## src/rtl/sfcr_pkg.sv

```systemverilog
// ----------------------------------------------------------------------------
// sfcr_pkg: shared types, constants and font for the character renderer
// Item structs, the command passed from the front to the back, and the
// built-in 5x7 column font.
// ----------------------------------------------------------------------------
package sfcr_pkg;

    localparam int CELL_W     = 6;
    localparam int CELL_H     = 8;
    localparam int GLYPH_COLS = 5;
    localparam int GLYPH_ROWS = 7;
    localparam int MAX_SCALE  = 8;
    localparam int MASK_W     = CELL_W * MAX_SCALE;
    localparam int SCALE_W    = 4;
    localparam int WIDTH_W    = 6;
    localparam int ROW_W      = $clog2(CELL_H);
    localparam int SUB_W      = $clog2(MAX_SCALE);

    localparam int QUEUE_DEPTH = 2;
    localparam int QPTR_W      = $clog2(QUEUE_DEPTH);
    localparam int QCNT_W      = $clog2(QUEUE_DEPTH + 1);

    localparam logic [7:0] PANEL_W_RESET = 8'd128;
    localparam logic [7:0] PANEL_H_RESET = 8'd160;

    // configuration register indexes
    localparam int         CFG_IDX_W   = 1;
    localparam logic [0:0] CFG_PANEL_W = 1'd0;
    localparam logic [0:0] CFG_PANEL_H = 1'd1;

    // character codes with a meaning of their own
    localparam logic [7:0] CH_NUL     = 8'h00;
    localparam logic [7:0] CH_0       = 8'h30;
    localparam logic [7:0] CH_9       = 8'h39;
    localparam logic [7:0] CH_UC_A    = 8'h41;
    localparam logic [7:0] CH_UC_Z    = 8'h5A;
    localparam logic [7:0] CH_LC_A    = 8'h61;
    localparam logic [7:0] CH_LC_Z    = 8'h7A;
    localparam logic [7:0] CH_CASE    = 8'h20;
    localparam logic [7:0] CH_COLON   = 8'h3A;
    localparam logic [7:0] CH_PERIOD  = 8'h2E;
    localparam logic [7:0] CH_SLASH   = 8'h2F;
    localparam logic [7:0] CH_MINUS   = 8'h2D;
    localparam logic [7:0] CH_GREATER = 8'h3E;

    // glyph: column 0 is the leftmost, bit 0 of a column is the top row
    typedef logic [0:GLYPH_COLS-1][GLYPH_ROWS-1:0] t_glyph;

    typedef struct packed {
        logic [7:0]  char_code;
        logic        string_start;
        logic [7:0]  start_x;
        logic [7:0]  start_y;
        logic [3:0]  scale;
        logic [15:0] fg_color;
        logic [15:0] bg_color;
    } t_in_item;

    typedef struct packed {
        logic [7:0]         cell_x;
        logic [7:0]         row_y;
        logic [WIDTH_W-1:0] row_width;
        logic [MASK_W-1:0]  row_mask;
        logic [15:0]        fg_out;
        logic [15:0]        bg_out;
        logic               last_row;
    } t_out_item;

    // one drawable cell, as queued between front and back
    typedef struct packed {
        t_glyph             glyph;
        logic [7:0]         x;
        logic [7:0]         y;
        logic [SCALE_W-1:0] scale;
        logic [15:0]        fg;
        logic [15:0]        bg;
    } t_cmd;

    localparam t_glyph FONT_DIGIT [0:9] = '{
        '{7'h3E, 7'h51, 7'h49, 7'h45, 7'h3E}, '{7'h00, 7'h42, 7'h7F, 7'h40, 7'h00},
        '{7'h42, 7'h61, 7'h51, 7'h49, 7'h46}, '{7'h21, 7'h41, 7'h45, 7'h4B, 7'h31},
        '{7'h18, 7'h14, 7'h12, 7'h7F, 7'h10}, '{7'h27, 7'h45, 7'h45, 7'h45, 7'h39},
        '{7'h3C, 7'h4A, 7'h49, 7'h49, 7'h30}, '{7'h01, 7'h71, 7'h09, 7'h05, 7'h03},
        '{7'h36, 7'h49, 7'h49, 7'h49, 7'h36}, '{7'h06, 7'h49, 7'h49, 7'h29, 7'h1E}};

    localparam t_glyph FONT_LETTER [0:25] = '{
        '{7'h7E, 7'h11, 7'h11, 7'h11, 7'h7E}, '{7'h7F, 7'h49, 7'h49, 7'h49, 7'h36},
        '{7'h3E, 7'h41, 7'h41, 7'h41, 7'h22}, '{7'h7F, 7'h41, 7'h41, 7'h22, 7'h1C},
        '{7'h7F, 7'h49, 7'h49, 7'h49, 7'h41}, '{7'h7F, 7'h09, 7'h09, 7'h09, 7'h01},
        '{7'h3E, 7'h41, 7'h49, 7'h49, 7'h7A}, '{7'h7F, 7'h08, 7'h08, 7'h08, 7'h7F},
        '{7'h00, 7'h41, 7'h7F, 7'h41, 7'h00}, '{7'h20, 7'h40, 7'h41, 7'h3F, 7'h01},
        '{7'h7F, 7'h08, 7'h14, 7'h22, 7'h41}, '{7'h7F, 7'h40, 7'h40, 7'h40, 7'h40},
        '{7'h7F, 7'h02, 7'h0C, 7'h02, 7'h7F}, '{7'h7F, 7'h04, 7'h08, 7'h10, 7'h7F},
        '{7'h3E, 7'h41, 7'h41, 7'h41, 7'h3E}, '{7'h7F, 7'h09, 7'h09, 7'h09, 7'h06},
        '{7'h3E, 7'h41, 7'h51, 7'h21, 7'h5E}, '{7'h7F, 7'h09, 7'h19, 7'h29, 7'h46},
        '{7'h46, 7'h49, 7'h49, 7'h49, 7'h31}, '{7'h01, 7'h01, 7'h7F, 7'h01, 7'h01},
        '{7'h3F, 7'h40, 7'h40, 7'h40, 7'h3F}, '{7'h1F, 7'h20, 7'h40, 7'h20, 7'h1F},
        '{7'h3F, 7'h40, 7'h38, 7'h40, 7'h3F}, '{7'h63, 7'h14, 7'h08, 7'h14, 7'h63},
        '{7'h07, 7'h08, 7'h70, 7'h08, 7'h07}, '{7'h61, 7'h51, 7'h49, 7'h45, 7'h43}};

    localparam t_glyph GLYPH_COLON   = '{7'h00, 7'h36, 7'h36, 7'h00, 7'h00};
    localparam t_glyph GLYPH_PERIOD  = '{7'h00, 7'h60, 7'h60, 7'h00, 7'h00};
    localparam t_glyph GLYPH_SLASH   = '{7'h20, 7'h10, 7'h08, 7'h04, 7'h02};
    localparam t_glyph GLYPH_MINUS   = '{7'h08, 7'h08, 7'h08, 7'h08, 7'h08};
    localparam t_glyph GLYPH_GREATER = '{7'h00, 7'h41, 7'h22, 7'h14, 7'h08};

    // case-folded font lookup; unknown codes are blank
    function automatic t_glyph font_glyph(input logic [7:0] code);
        logic [7:0] c;
        logic [7:0] li;
        t_glyph     g;
        c = code;
        if (c >= CH_LC_A && c <= CH_LC_Z) begin
            c = c - CH_CASE;
        end
        li = c - CH_UC_A;
        g  = '0;
        case (c) inside
            [CH_0:CH_9]:       g = FONT_DIGIT[c[3:0]];
            [CH_UC_A:CH_UC_Z]: g = FONT_LETTER[li[4:0]];
            CH_COLON:          g = GLYPH_COLON;
            CH_PERIOD:         g = GLYPH_PERIOD;
            CH_SLASH:          g = GLYPH_SLASH;
            CH_MINUS:          g = GLYPH_MINUS;
            CH_GREATER:        g = GLYPH_GREATER;
            default:           g = '0;
        endcase
        return g;
    endfunction

    // six pixels per scaled cell column step
    function automatic logic [WIDTH_W-1:0] cell_width(input logic [SCALE_W-1:0] s);
        return WIDTH_W'({2'b00, s} * WIDTH_W'(CELL_W));
    endfunction

endpackage

```

## src/rtl/sfcr_front.sv

```systemverilog
// ----------------------------------------------------------------------------
// sfcr_front: string state, clipping and font lookup
// Accepts characters, tracks cursor and latched string settings, and queues
// one command per drawable cell.
// ----------------------------------------------------------------------------
module sfcr_front
    import sfcr_pkg::*;
(
    input  logic                 i_clk,
    input  logic                 i_rst_n,
    input  logic                 i_push,
    input  t_in_item             i_item,
    input  logic                 i_cfg_valid,
    input  logic [CFG_IDX_W-1:0] i_cfg_index,
    input  logic [7:0]           i_cfg_data,
    input  logic                 i_q_full,
    output logic                 o_q_push,
    output t_cmd                 o_q_cmd
);

    logic [7:0]         r_panel_w, r_panel_h;
    logic [7:0]         r_cur_x, r_cur_y;
    logic [SCALE_W-1:0] r_scale;
    logic [15:0]        r_fg, r_bg;
    logic               r_halted;

    logic [7:0]         n_cur_x, n_cur_y;
    logic [SCALE_W-1:0] n_scale;
    logic [15:0]        n_fg, n_bg;
    logic               n_halted;

    logic               accept;
    logic [WIDTH_W-1:0] wid;
    logic [8:0]         right_edge, bottom_edge;
    logic               clip;
    logic               draw;

    assign accept = i_push && !i_q_full;

    always_comb begin
        n_cur_x  = r_cur_x;
        n_cur_y  = r_cur_y;
        n_scale  = r_scale;
        n_fg     = r_fg;
        n_bg     = r_bg;
        n_halted = r_halted;
        if (i_item.string_start) begin
            n_cur_x  = i_item.start_x;
            n_cur_y  = i_item.start_y;
            n_fg     = i_item.fg_color;
            n_bg     = i_item.bg_color;
            n_scale  = (i_item.scale > SCALE_W'(MAX_SCALE)) ? SCALE_W'(MAX_SCALE)
                                                            : i_item.scale;
            n_halted = (i_item.scale == '0);
        end
        wid         = cell_width(n_scale);
        right_edge  = {1'b0, n_cur_x} + {3'b000, wid};
        bottom_edge = {1'b0, n_cur_y} + {2'b00, n_scale, 3'b000};
        clip        = (i_item.char_code == CH_NUL)
                   || (right_edge > {1'b0, r_panel_w})
                   || (bottom_edge > {1'b0, r_panel_h});
        draw        = !n_halted && !clip;
    end

    assign o_q_push      = accept && draw;
    assign o_q_cmd.glyph = font_glyph(i_item.char_code);
    assign o_q_cmd.x     = n_cur_x;
    assign o_q_cmd.y     = n_cur_y;
    assign o_q_cmd.scale = n_scale;
    assign o_q_cmd.fg    = n_fg;
    assign o_q_cmd.bg    = n_bg;

    always_ff @(posedge i_clk) begin
        if (!i_rst_n) begin
            r_panel_w <= PANEL_W_RESET;
            r_panel_h <= PANEL_H_RESET;
        end else if (i_cfg_valid) begin
            case (i_cfg_index)
                CFG_PANEL_W: r_panel_w <= i_cfg_data;
                CFG_PANEL_H: r_panel_h <= i_cfg_data;
                default:     ;
            endcase
        end
    end

    always_ff @(posedge i_clk) begin
        if (!i_rst_n) begin
            r_cur_x  <= '0;
            r_cur_y  <= '0;
            r_scale  <= SCALE_W'(1);
            r_fg     <= '0;
            r_bg     <= '0;
            r_halted <= 1'b1;
        end else if (accept) begin
            r_cur_x  <= draw ? 8'(right_edge) : n_cur_x;
            r_cur_y  <= n_cur_y;
            r_scale  <= n_scale;
            r_fg     <= n_fg;
            r_bg     <= n_bg;
            r_halted <= n_halted || clip;
        end
    end

endmodule

```

## src/rtl/sfcr_fifo.sv

```systemverilog
// ----------------------------------------------------------------------------
// sfcr_fifo: short command queue between front and back
// Register-based FIFO; output shows the oldest entry while not empty.
// ----------------------------------------------------------------------------
module sfcr_fifo
    import sfcr_pkg::*;
(
    input  logic i_clk,
    input  logic i_rst_n,
    input  logic i_push,
    input  t_cmd i_data,
    output logic o_full,
    input  logic i_pop,
    output t_cmd o_data,
    output logic o_empty
);

    t_cmd              r_mem [QUEUE_DEPTH];
    logic [QPTR_W-1:0] r_wr, r_rd;
    logic [QCNT_W-1:0] r_cnt;
    logic              do_push, do_pop;

    assign o_full  = (r_cnt == QCNT_W'(QUEUE_DEPTH));
    assign o_empty = (r_cnt == '0);
    assign o_data  = r_mem[r_rd];
    assign do_push = i_push && !o_full;
    assign do_pop  = i_pop && !o_empty;

    always_ff @(posedge i_clk) begin
        if (do_push) begin
            r_mem[r_wr] <= i_data;
        end
    end

    always_ff @(posedge i_clk) begin
        if (!i_rst_n) begin
            r_wr  <= '0;
            r_rd  <= '0;
            r_cnt <= '0;
        end else begin
            if (do_push) begin
                r_wr <= (r_wr == QPTR_W'(QUEUE_DEPTH - 1)) ? '0 : r_wr + 1'b1;
            end
            if (do_pop) begin
                r_rd <= (r_rd == QPTR_W'(QUEUE_DEPTH - 1)) ? '0 : r_rd + 1'b1;
            end
            case ({do_push, do_pop})
                2'b10:   r_cnt <= r_cnt + 1'b1;
                2'b01:   r_cnt <= r_cnt - 1'b1;
                default: r_cnt <= r_cnt;
            endcase
        end
    end

endmodule

```

## src/rtl/sfcr_back.sv

```systemverilog
// ----------------------------------------------------------------------------
// sfcr_back: row sequencer
// Walks a queued cell into the result register one scaled pixel row per cycle while it is popped.
// ----------------------------------------------------------------------------
module sfcr_back
    import sfcr_pkg::*;
(
    input  logic      i_clk,
    input  logic      i_rst_n,
    input  t_cmd      i_q_cmd,
    input  logic      i_q_empty,
    output logic      o_q_pop,
    input  logic      i_pop,
    output logic      o_empty,
    output t_out_item o_item
);

    t_cmd             r_cmd;
    logic             r_busy;
    logic [ROW_W-1:0] r_row;
    logic [SUB_W-1:0] r_sub;
    logic [7:0]       r_y;
    logic             r_out_valid;
    t_out_item        r_out;

    logic             advance;
    logic             last_sub, last_row;
    logic [MASK_W-1:0] run, mask;
    logic [CELL_H-1:0] colbits;

    assign advance  = r_busy && (!r_out_valid || i_pop);
    assign o_q_pop  = !r_busy && !i_q_empty;
    assign last_sub = (r_sub == SUB_W'(r_cmd.scale - 1'b1));
    assign last_row = (r_row == ROW_W'(CELL_H - 1)) && last_sub;

    // replicate each lit glyph column into a run of scale pixels;
    // the eighth row of a cell is always blank
    always_comb begin
        run     = ~({MASK_W{1'b1}} << r_cmd.scale);
        mask    = '0;
        colbits = '0;
        for (int col = 0; col < GLYPH_COLS; col++) begin
            colbits = {{(CELL_H - GLYPH_ROWS){1'b0}}, r_cmd.glyph[col]};
            if (colbits[r_row]) begin
                mask = mask | (run << (WIDTH_W'(col) * {2'b00, r_cmd.scale}));
            end
        end
    end

    always_ff @(posedge i_clk) begin
        if (o_q_pop) begin
            r_cmd <= i_q_cmd;
        end
        if (advance) begin
            r_out.cell_x    <= r_cmd.x;
            r_out.row_y     <= r_y;
            r_out.row_width <= cell_width(r_cmd.scale);
            r_out.row_mask  <= mask;
            r_out.fg_out    <= r_cmd.fg;
            r_out.bg_out    <= r_cmd.bg;
            r_out.last_row  <= last_row;
        end
    end

    always_ff @(posedge i_clk) begin
        if (!i_rst_n) begin
            r_busy      <= 1'b0;
            r_row       <= '0;
            r_sub       <= '0;
            r_y         <= '0;
            r_out_valid <= 1'b0;
        end else begin
            if (advance) begin
                r_out_valid <= 1'b1;
            end else if (i_pop) begin
                r_out_valid <= 1'b0;
            end
            if (o_q_pop) begin
                r_busy <= 1'b1;
                r_row  <= '0;
                r_sub  <= '0;
                r_y    <= i_q_cmd.y;
            end else if (advance) begin
                r_y <= r_y + 1'b1;
                if (last_sub) begin
                    r_sub <= '0;
                    r_row <= r_row + 1'b1;
                    if (last_row) begin
                        r_busy <= 1'b0;
                    end
                end else begin
                    r_sub <= r_sub + 1'b1;
                end
            end
        end
    end

    assign o_empty = !r_out_valid;
    assign o_item  = r_out;

endmodule

```

## src/rtl/scaled_font_character_renderer.sv

```systemverilog
// ----------------------------------------------------------------------------
// scaled_font_character_renderer: scaled 5x7 font text renderer
// A cell's first row reaches the port via the queue, the back's command register
// and the result register. A drawn character gives 8*scale rows, one per cycle
// from the back's row sequencer while popped; clipped or halted ones draw nothing.
// Synchronous active-low reset: queues empty, no string active, panel 128 x 160.
// ----------------------------------------------------------------------------
module scaled_font_character_renderer
    import sfcr_pkg::*;
(
    input  logic                 i_clk,
    input  logic                 i_rst_n,
    // character input queue
    input  logic                 push,
    output logic                 full,
    input  t_in_item             i_in_item,
    // pixel row result queue
    output logic                 empty,
    input  logic                 pop,
    output t_out_item            o_out_item,
    // configuration writes
    input  logic                 i_cfg_valid,
    output logic                 o_cfg_ready,
    input  logic [CFG_IDX_W-1:0] i_cfg_index,
    input  logic [7:0]           i_cfg_data
);

    // front -> queue -> back
    logic q_push, q_full, q_pop, q_empty;
    t_cmd q_in, q_out;

    // registers are plain flops, so writes never stall
    assign o_cfg_ready = 1'b1;

    // Input side stalls only when the command queue is full; every accepted
    // item updates the string state, even when it draws nothing.
    assign full = q_full;

    // Front: latches string settings, folds case, looks up the glyph and
    // decides whether the cell fits on the panel. Only drawable cells are
    // queued; the cursor moves on by the cell width for each of them.
    sfcr_front u_front (
        .i_clk       (i_clk),
        .i_rst_n     (i_rst_n),
        .i_push      (push),
        .i_item      (i_in_item),
        .i_cfg_valid (i_cfg_valid),
        .i_cfg_index (i_cfg_index),
        .i_cfg_data  (i_cfg_data),
        .i_q_full    (q_full),
        .o_q_push    (q_push),
        .o_q_cmd     (q_in)
    );

    // Two-deep queue lets the front keep taking characters while the back
    // is still stepping through the rows of an earlier cell.
    sfcr_fifo u_fifo (
        .i_clk   (i_clk),
        .i_rst_n (i_rst_n),
        .i_push  (q_push),
        .i_data  (q_in),
        .o_full  (q_full),
        .i_pop   (q_pop),
        .o_data  (q_out),
        .o_empty (q_empty)
    );

    // Back: one scaled pixel row per cycle, while the downstream keeps popping, into a result
    // register, which is refilled in the same cycle that the downstream pops it.
    sfcr_back u_back (
        .i_clk     (i_clk),
        .i_rst_n   (i_rst_n),
        .i_q_cmd   (q_out),
        .i_q_empty (q_empty),
        .o_q_pop   (q_pop),
        .i_pop     (pop),
        .o_empty   (empty),
        .o_item    (o_out_item)
    );

endmodule

```

## config.mk

```make
export PLATFORM = sky130hd
export DESIGN_NAME = scaled_font_character_renderer
export DESIGN_NICKNAME = d
export VERILOG_FILES = /design/src/rtl/sfcr_pkg.sv /design/src/rtl/sfcr_front.sv /design/src/rtl/sfcr_fifo.sv /design/src/rtl/sfcr_back.sv /design/src/rtl/scaled_font_character_renderer.sv
export SDC_FILE = /design/constraint.sdc
export NUM_CORES = 1
export LEC_CHECK = 0
export ABC_AREA = 1
export BUFFER_PORTS_ARGS = -buffer_cell sky130_fd_sc_hd__clkbuf_2
export CAP_MARGIN = 20
export CORE_MARGIN = 4
export CORE_UTILIZATION = 33
export CTS_BUF_LIST = sky130_fd_sc_hd__clkbuf_8
export DETAILED_ROUTE_END_ITERATION = 8
export HOLD_SLACK_MARGIN = 0.1
export SLEW_MARGIN = 10
export SYNTH_ARGS = -nofsm -noshare
export SYNTH_HDL_FRONTEND = slang
export SYNTH_SLANG_ARGS = --single-unit
export TNS_END_PERCENT = 1
```

## constraint.sdc

```tcl
create_clock -name i_clk -period 18.85 [get_ports i_clk]
set_input_delay 1.885 -clock i_clk [delete_from_list [all_inputs] [get_ports i_clk]]
set_output_delay 1.885 -clock i_clk [all_outputs]
set_load 0.005 [all_outputs]
```

==> impl_metrics.tcl <==
set metrics [dict create \
    status "finished, final reports clean" \
    design_area_um2 25890 \
    synth_mux_area_frac 0.0008791 \
    wirelength_mm 65.63 \
    worstMarginPinSlew_ns 1.053 \
    fp.dieW_um 270.7 \
    post_cts_buffers 0 \
    area.growth.synth_to_final_pct 13.71 \
    finalCritPeriodShare 0.4329 \
    synth-compound-area-share 0.1232 \
    clock.fmax_mhz 122.6 \
    hp-class "flip-flop to flip-flop" \
    skew_ns 0.03423 \
    drt.antenna.violating_nets 0 \
    async_flop_share 0 \
    ys_warn_count 0 \
    vias 18550 \
    drv_cap 0 \
    clock_sinks 445 \
    max-clock-path-buffers 3 \
    ir_drop_mv 0.1263 \
    rsz0062_at_grt "no" \
    grt_max_degree 89 \
    nFillCells 7004 \
    first_iter_violations 1841 \
    final_cell_mix "855 x nand2_1, 355 x edfxtp_1, 273 x o21ai_0" \
    pre_cts_ws_ns 10.00 \
    p_total_mw 4.553 \
    ys.flop_type "edfxtp_1" \
    relSlewSlack 0.2967 \
    fin_crit_ns 8.160 \
    ios 181 \
    dp_hpwl_mm 44.72 \
    synth_area_um2 22770 \
    ys_types 55 \
    critical_path_required_ns 19.10 \
    placed_area_um2 24410 \
    synthSimpleGateAreaFrac 0.2225 \
    path_clk_slew_ns 0.06 \
    drive_above_1_share 0.1238 \
    yosys_register_bits 445 \
    nNetsFinal 2934 \
    crit_type "input pin to flip-flop" \
    io_buffers 178 \
    arrival_ns 8.41 \
    wire_per_inst_um 17.57 \
    ctsResizeCount 0 \
    core-area_um2 68470 \
    synth_fp_nets 2785 \
    cts-root-buf "clkbuf_8" \
    avgSynthCellArea_um2 8.620 \
    setup-tns-final_ns 0 \
    numCtsBuffers 76 \
    synth-xor-area-share 0.006868 \
    drv_slew 0 \
    ctsHtreeMaxLevel 3 \
    synth-adder-area-share 0.03868 \
    synthCells 2642 \
    viasPerCell 4.967 \
    stdcell_count 3734 \
    setup_ws_ns 10.69 \
    die_area_um2 73280 \
    gp_congestion 0.9335 \
    seq_area_frac_synth 0.5472 \
    clkLatencyLatePin_ns 0.65 \
    die_h_um 270.7 \
    power_density_nw_per_um2 175.8 \
    synth_top_family_by_area "simple AND/OR/NAND/NOR gates" \
    crit_path_start_kind "input pin" \
    grt_pass1_wl_mm 101.3 \
    hold_viol_final 0 \
    first_global_vias 17510 \
    crit_path_end_kind "flip-flop" \
    rows 96 \
    first_pass_iters 6 \
    start_util 0.3326 \
    antenna_found_initial 1 \
    leakage_nw 11.04 \
    dp_cells 3595 \
    setup_violations 0 \
    postCtsHoldBufs 0 \
    grt_overflow 0 \
    cts_tree "built" \
    layout_commonest_cell "nand2_1" \
    grt_use_total 0.1736 \
    synth_edf_count 355 \
    drcViolationCount 0 \
    critPathMaxFanout 59 \
]
## worst paths after layout
check | start | to | slack [ns] | cells after the start
max reg2reg | u_front.r_scale[1] | u_fifo.r_mem[0][8] | 12.76 | 23
min | u_back.r_cmd[17] | u_back.o_item[18] | 0.41 | 0
max | i_in_item[52] | u_fifo.r_mem[0][8] | 10.69 | 25
min reg2reg | u_back.r_cmd[17] | u_back.o_item[18] | 0.41 | 0
## worst max-delay path: stages
cell	delay [ns]
clkbuf_2	0.08
buf_4	0.38
inv_2	0.25
nor2_1	0.34
inv_1	0.07
o21ai_0	0.80
ha_1	0.30
fa_1	0.43
ha_1	0.35
nand2_1	0.08
inv_1	0.04
o21ai_0	0.14
nand3_1	0.14
xnor2_1	0.16
inv_1	0.08
ha_1	0.31
a21o_1	0.18
a21oi_1	0.12
nand2_1	0.06
nand2_1	0.06
nand2_1	0.08
nor2_4	0.22
nand3_1	0.22
nor2_4	0.72
buf_4	0.78
## final cells by class
| class | instances | area [um2] | area share |
|---|---|---|---|
| Sequential cell | 445 | 12470 | 0.4814 |
| Multi-Input combinational cell | 1852 | 8974 | 0.3465 |
| Clock buffer | 84 | 1156 | 0.04465 |
| Tap cell | 882 | 1104 | 0.04262 |
| Timing Repair Buffer | 198 | 1041 | 0.04020 |
| Inverter | 218 | 824.5 | 0.03184 |
| Clock inverter | 54 | 327.8 | 0.01266 |
| Antenna cell | 1 | 2.502 | 0.00009664 |
## synth_stat cells (6+ instances only)
cell type    n  share of area
o22ai_1      9         0.0025
o21ai_1     19         0.0042
buf_1       16         0.0026
ha_1        64          0.035
nor3_1      16         0.0035
a21oi_1    130          0.029
o211ai_1    31          0.010
or2_2       12         0.0033
xnor2_1      6         0.0023
xor2_1      10         0.0038
nand4_1     25         0.0069
nand3_1    129          0.028
clkbuf_1    79          0.013
nand2_1    855           0.14
nand2_2      6         0.0016
o21ai_0    273          0.060
inv_1      201          0.033
nor2_1     187          0.031
buf_2       23         0.0051
a31oi_1     13         0.0036
dfxtp_1     90          0.079
inv_2       12         0.0020
edfxtp_1   355           0.47
## kinds of logic (layout without fill, tap and decap cells)
group,after synthesis,in the layout
simple gates,1250,1250
compound gates,513,513
flops,445,445
buf+inv,345,554
fa+ha+maj,68,68
xor+xnor,17,17
other cells,2,3
mux,2,2
## power by group
part / total (mW) / switching (mW) / internal, mW
clock network: 0.840 / 0.397 / 0.444
registers: 1.59 / 0.0945 / 1.49
logic: 2.12 / 1.55 / 0.574
## stage by stage
step,util,hold slack [ns]
2_1_floorplan,-,0.4003
3_3_place_gp,0.3565,0.4003
3_5_place_dp,0.3565,0.4045
4_1_cts,0.3782,0.4051
5_1_grt,0.3782,0.4193
6_report,0.3782,0.4096
## flip-flops by register name (all words and copies together) (netlist names), named ones only
name                cells
u_back.o_item         102
u_back.r_sub            3
u_front.r_bg           16
u_fifo.r_mem          174
u_front.r_fg           16
u_back.r_row            3
u_back.r_y              8
u_fifo.r_cnt            2
u_fifo.r_rd             1
u_front.r_scale         4
u_front.r_cur_y         8
u_front.r_panel_h       8
u_fifo.r_wr             1
u_front.r_cur_x         8
u_back.r_cmd           72
u_front.r_panel_w       8
u_front.r_halted        1
u_back.r_out_valid      1
u_back.colbits          7
u_back.r_busy           1
## metal layers
metal  routed length, um  GRT usage  up-vias
li1                    -          -     9210
met2               30780     0.2862      704
met4                2023    0.05750        0
met1               28580     0.2311     8506
met5                   0          0        -
met3                4242    0.03308      127
Note: power is estimated with default switching activity, not from simulation.
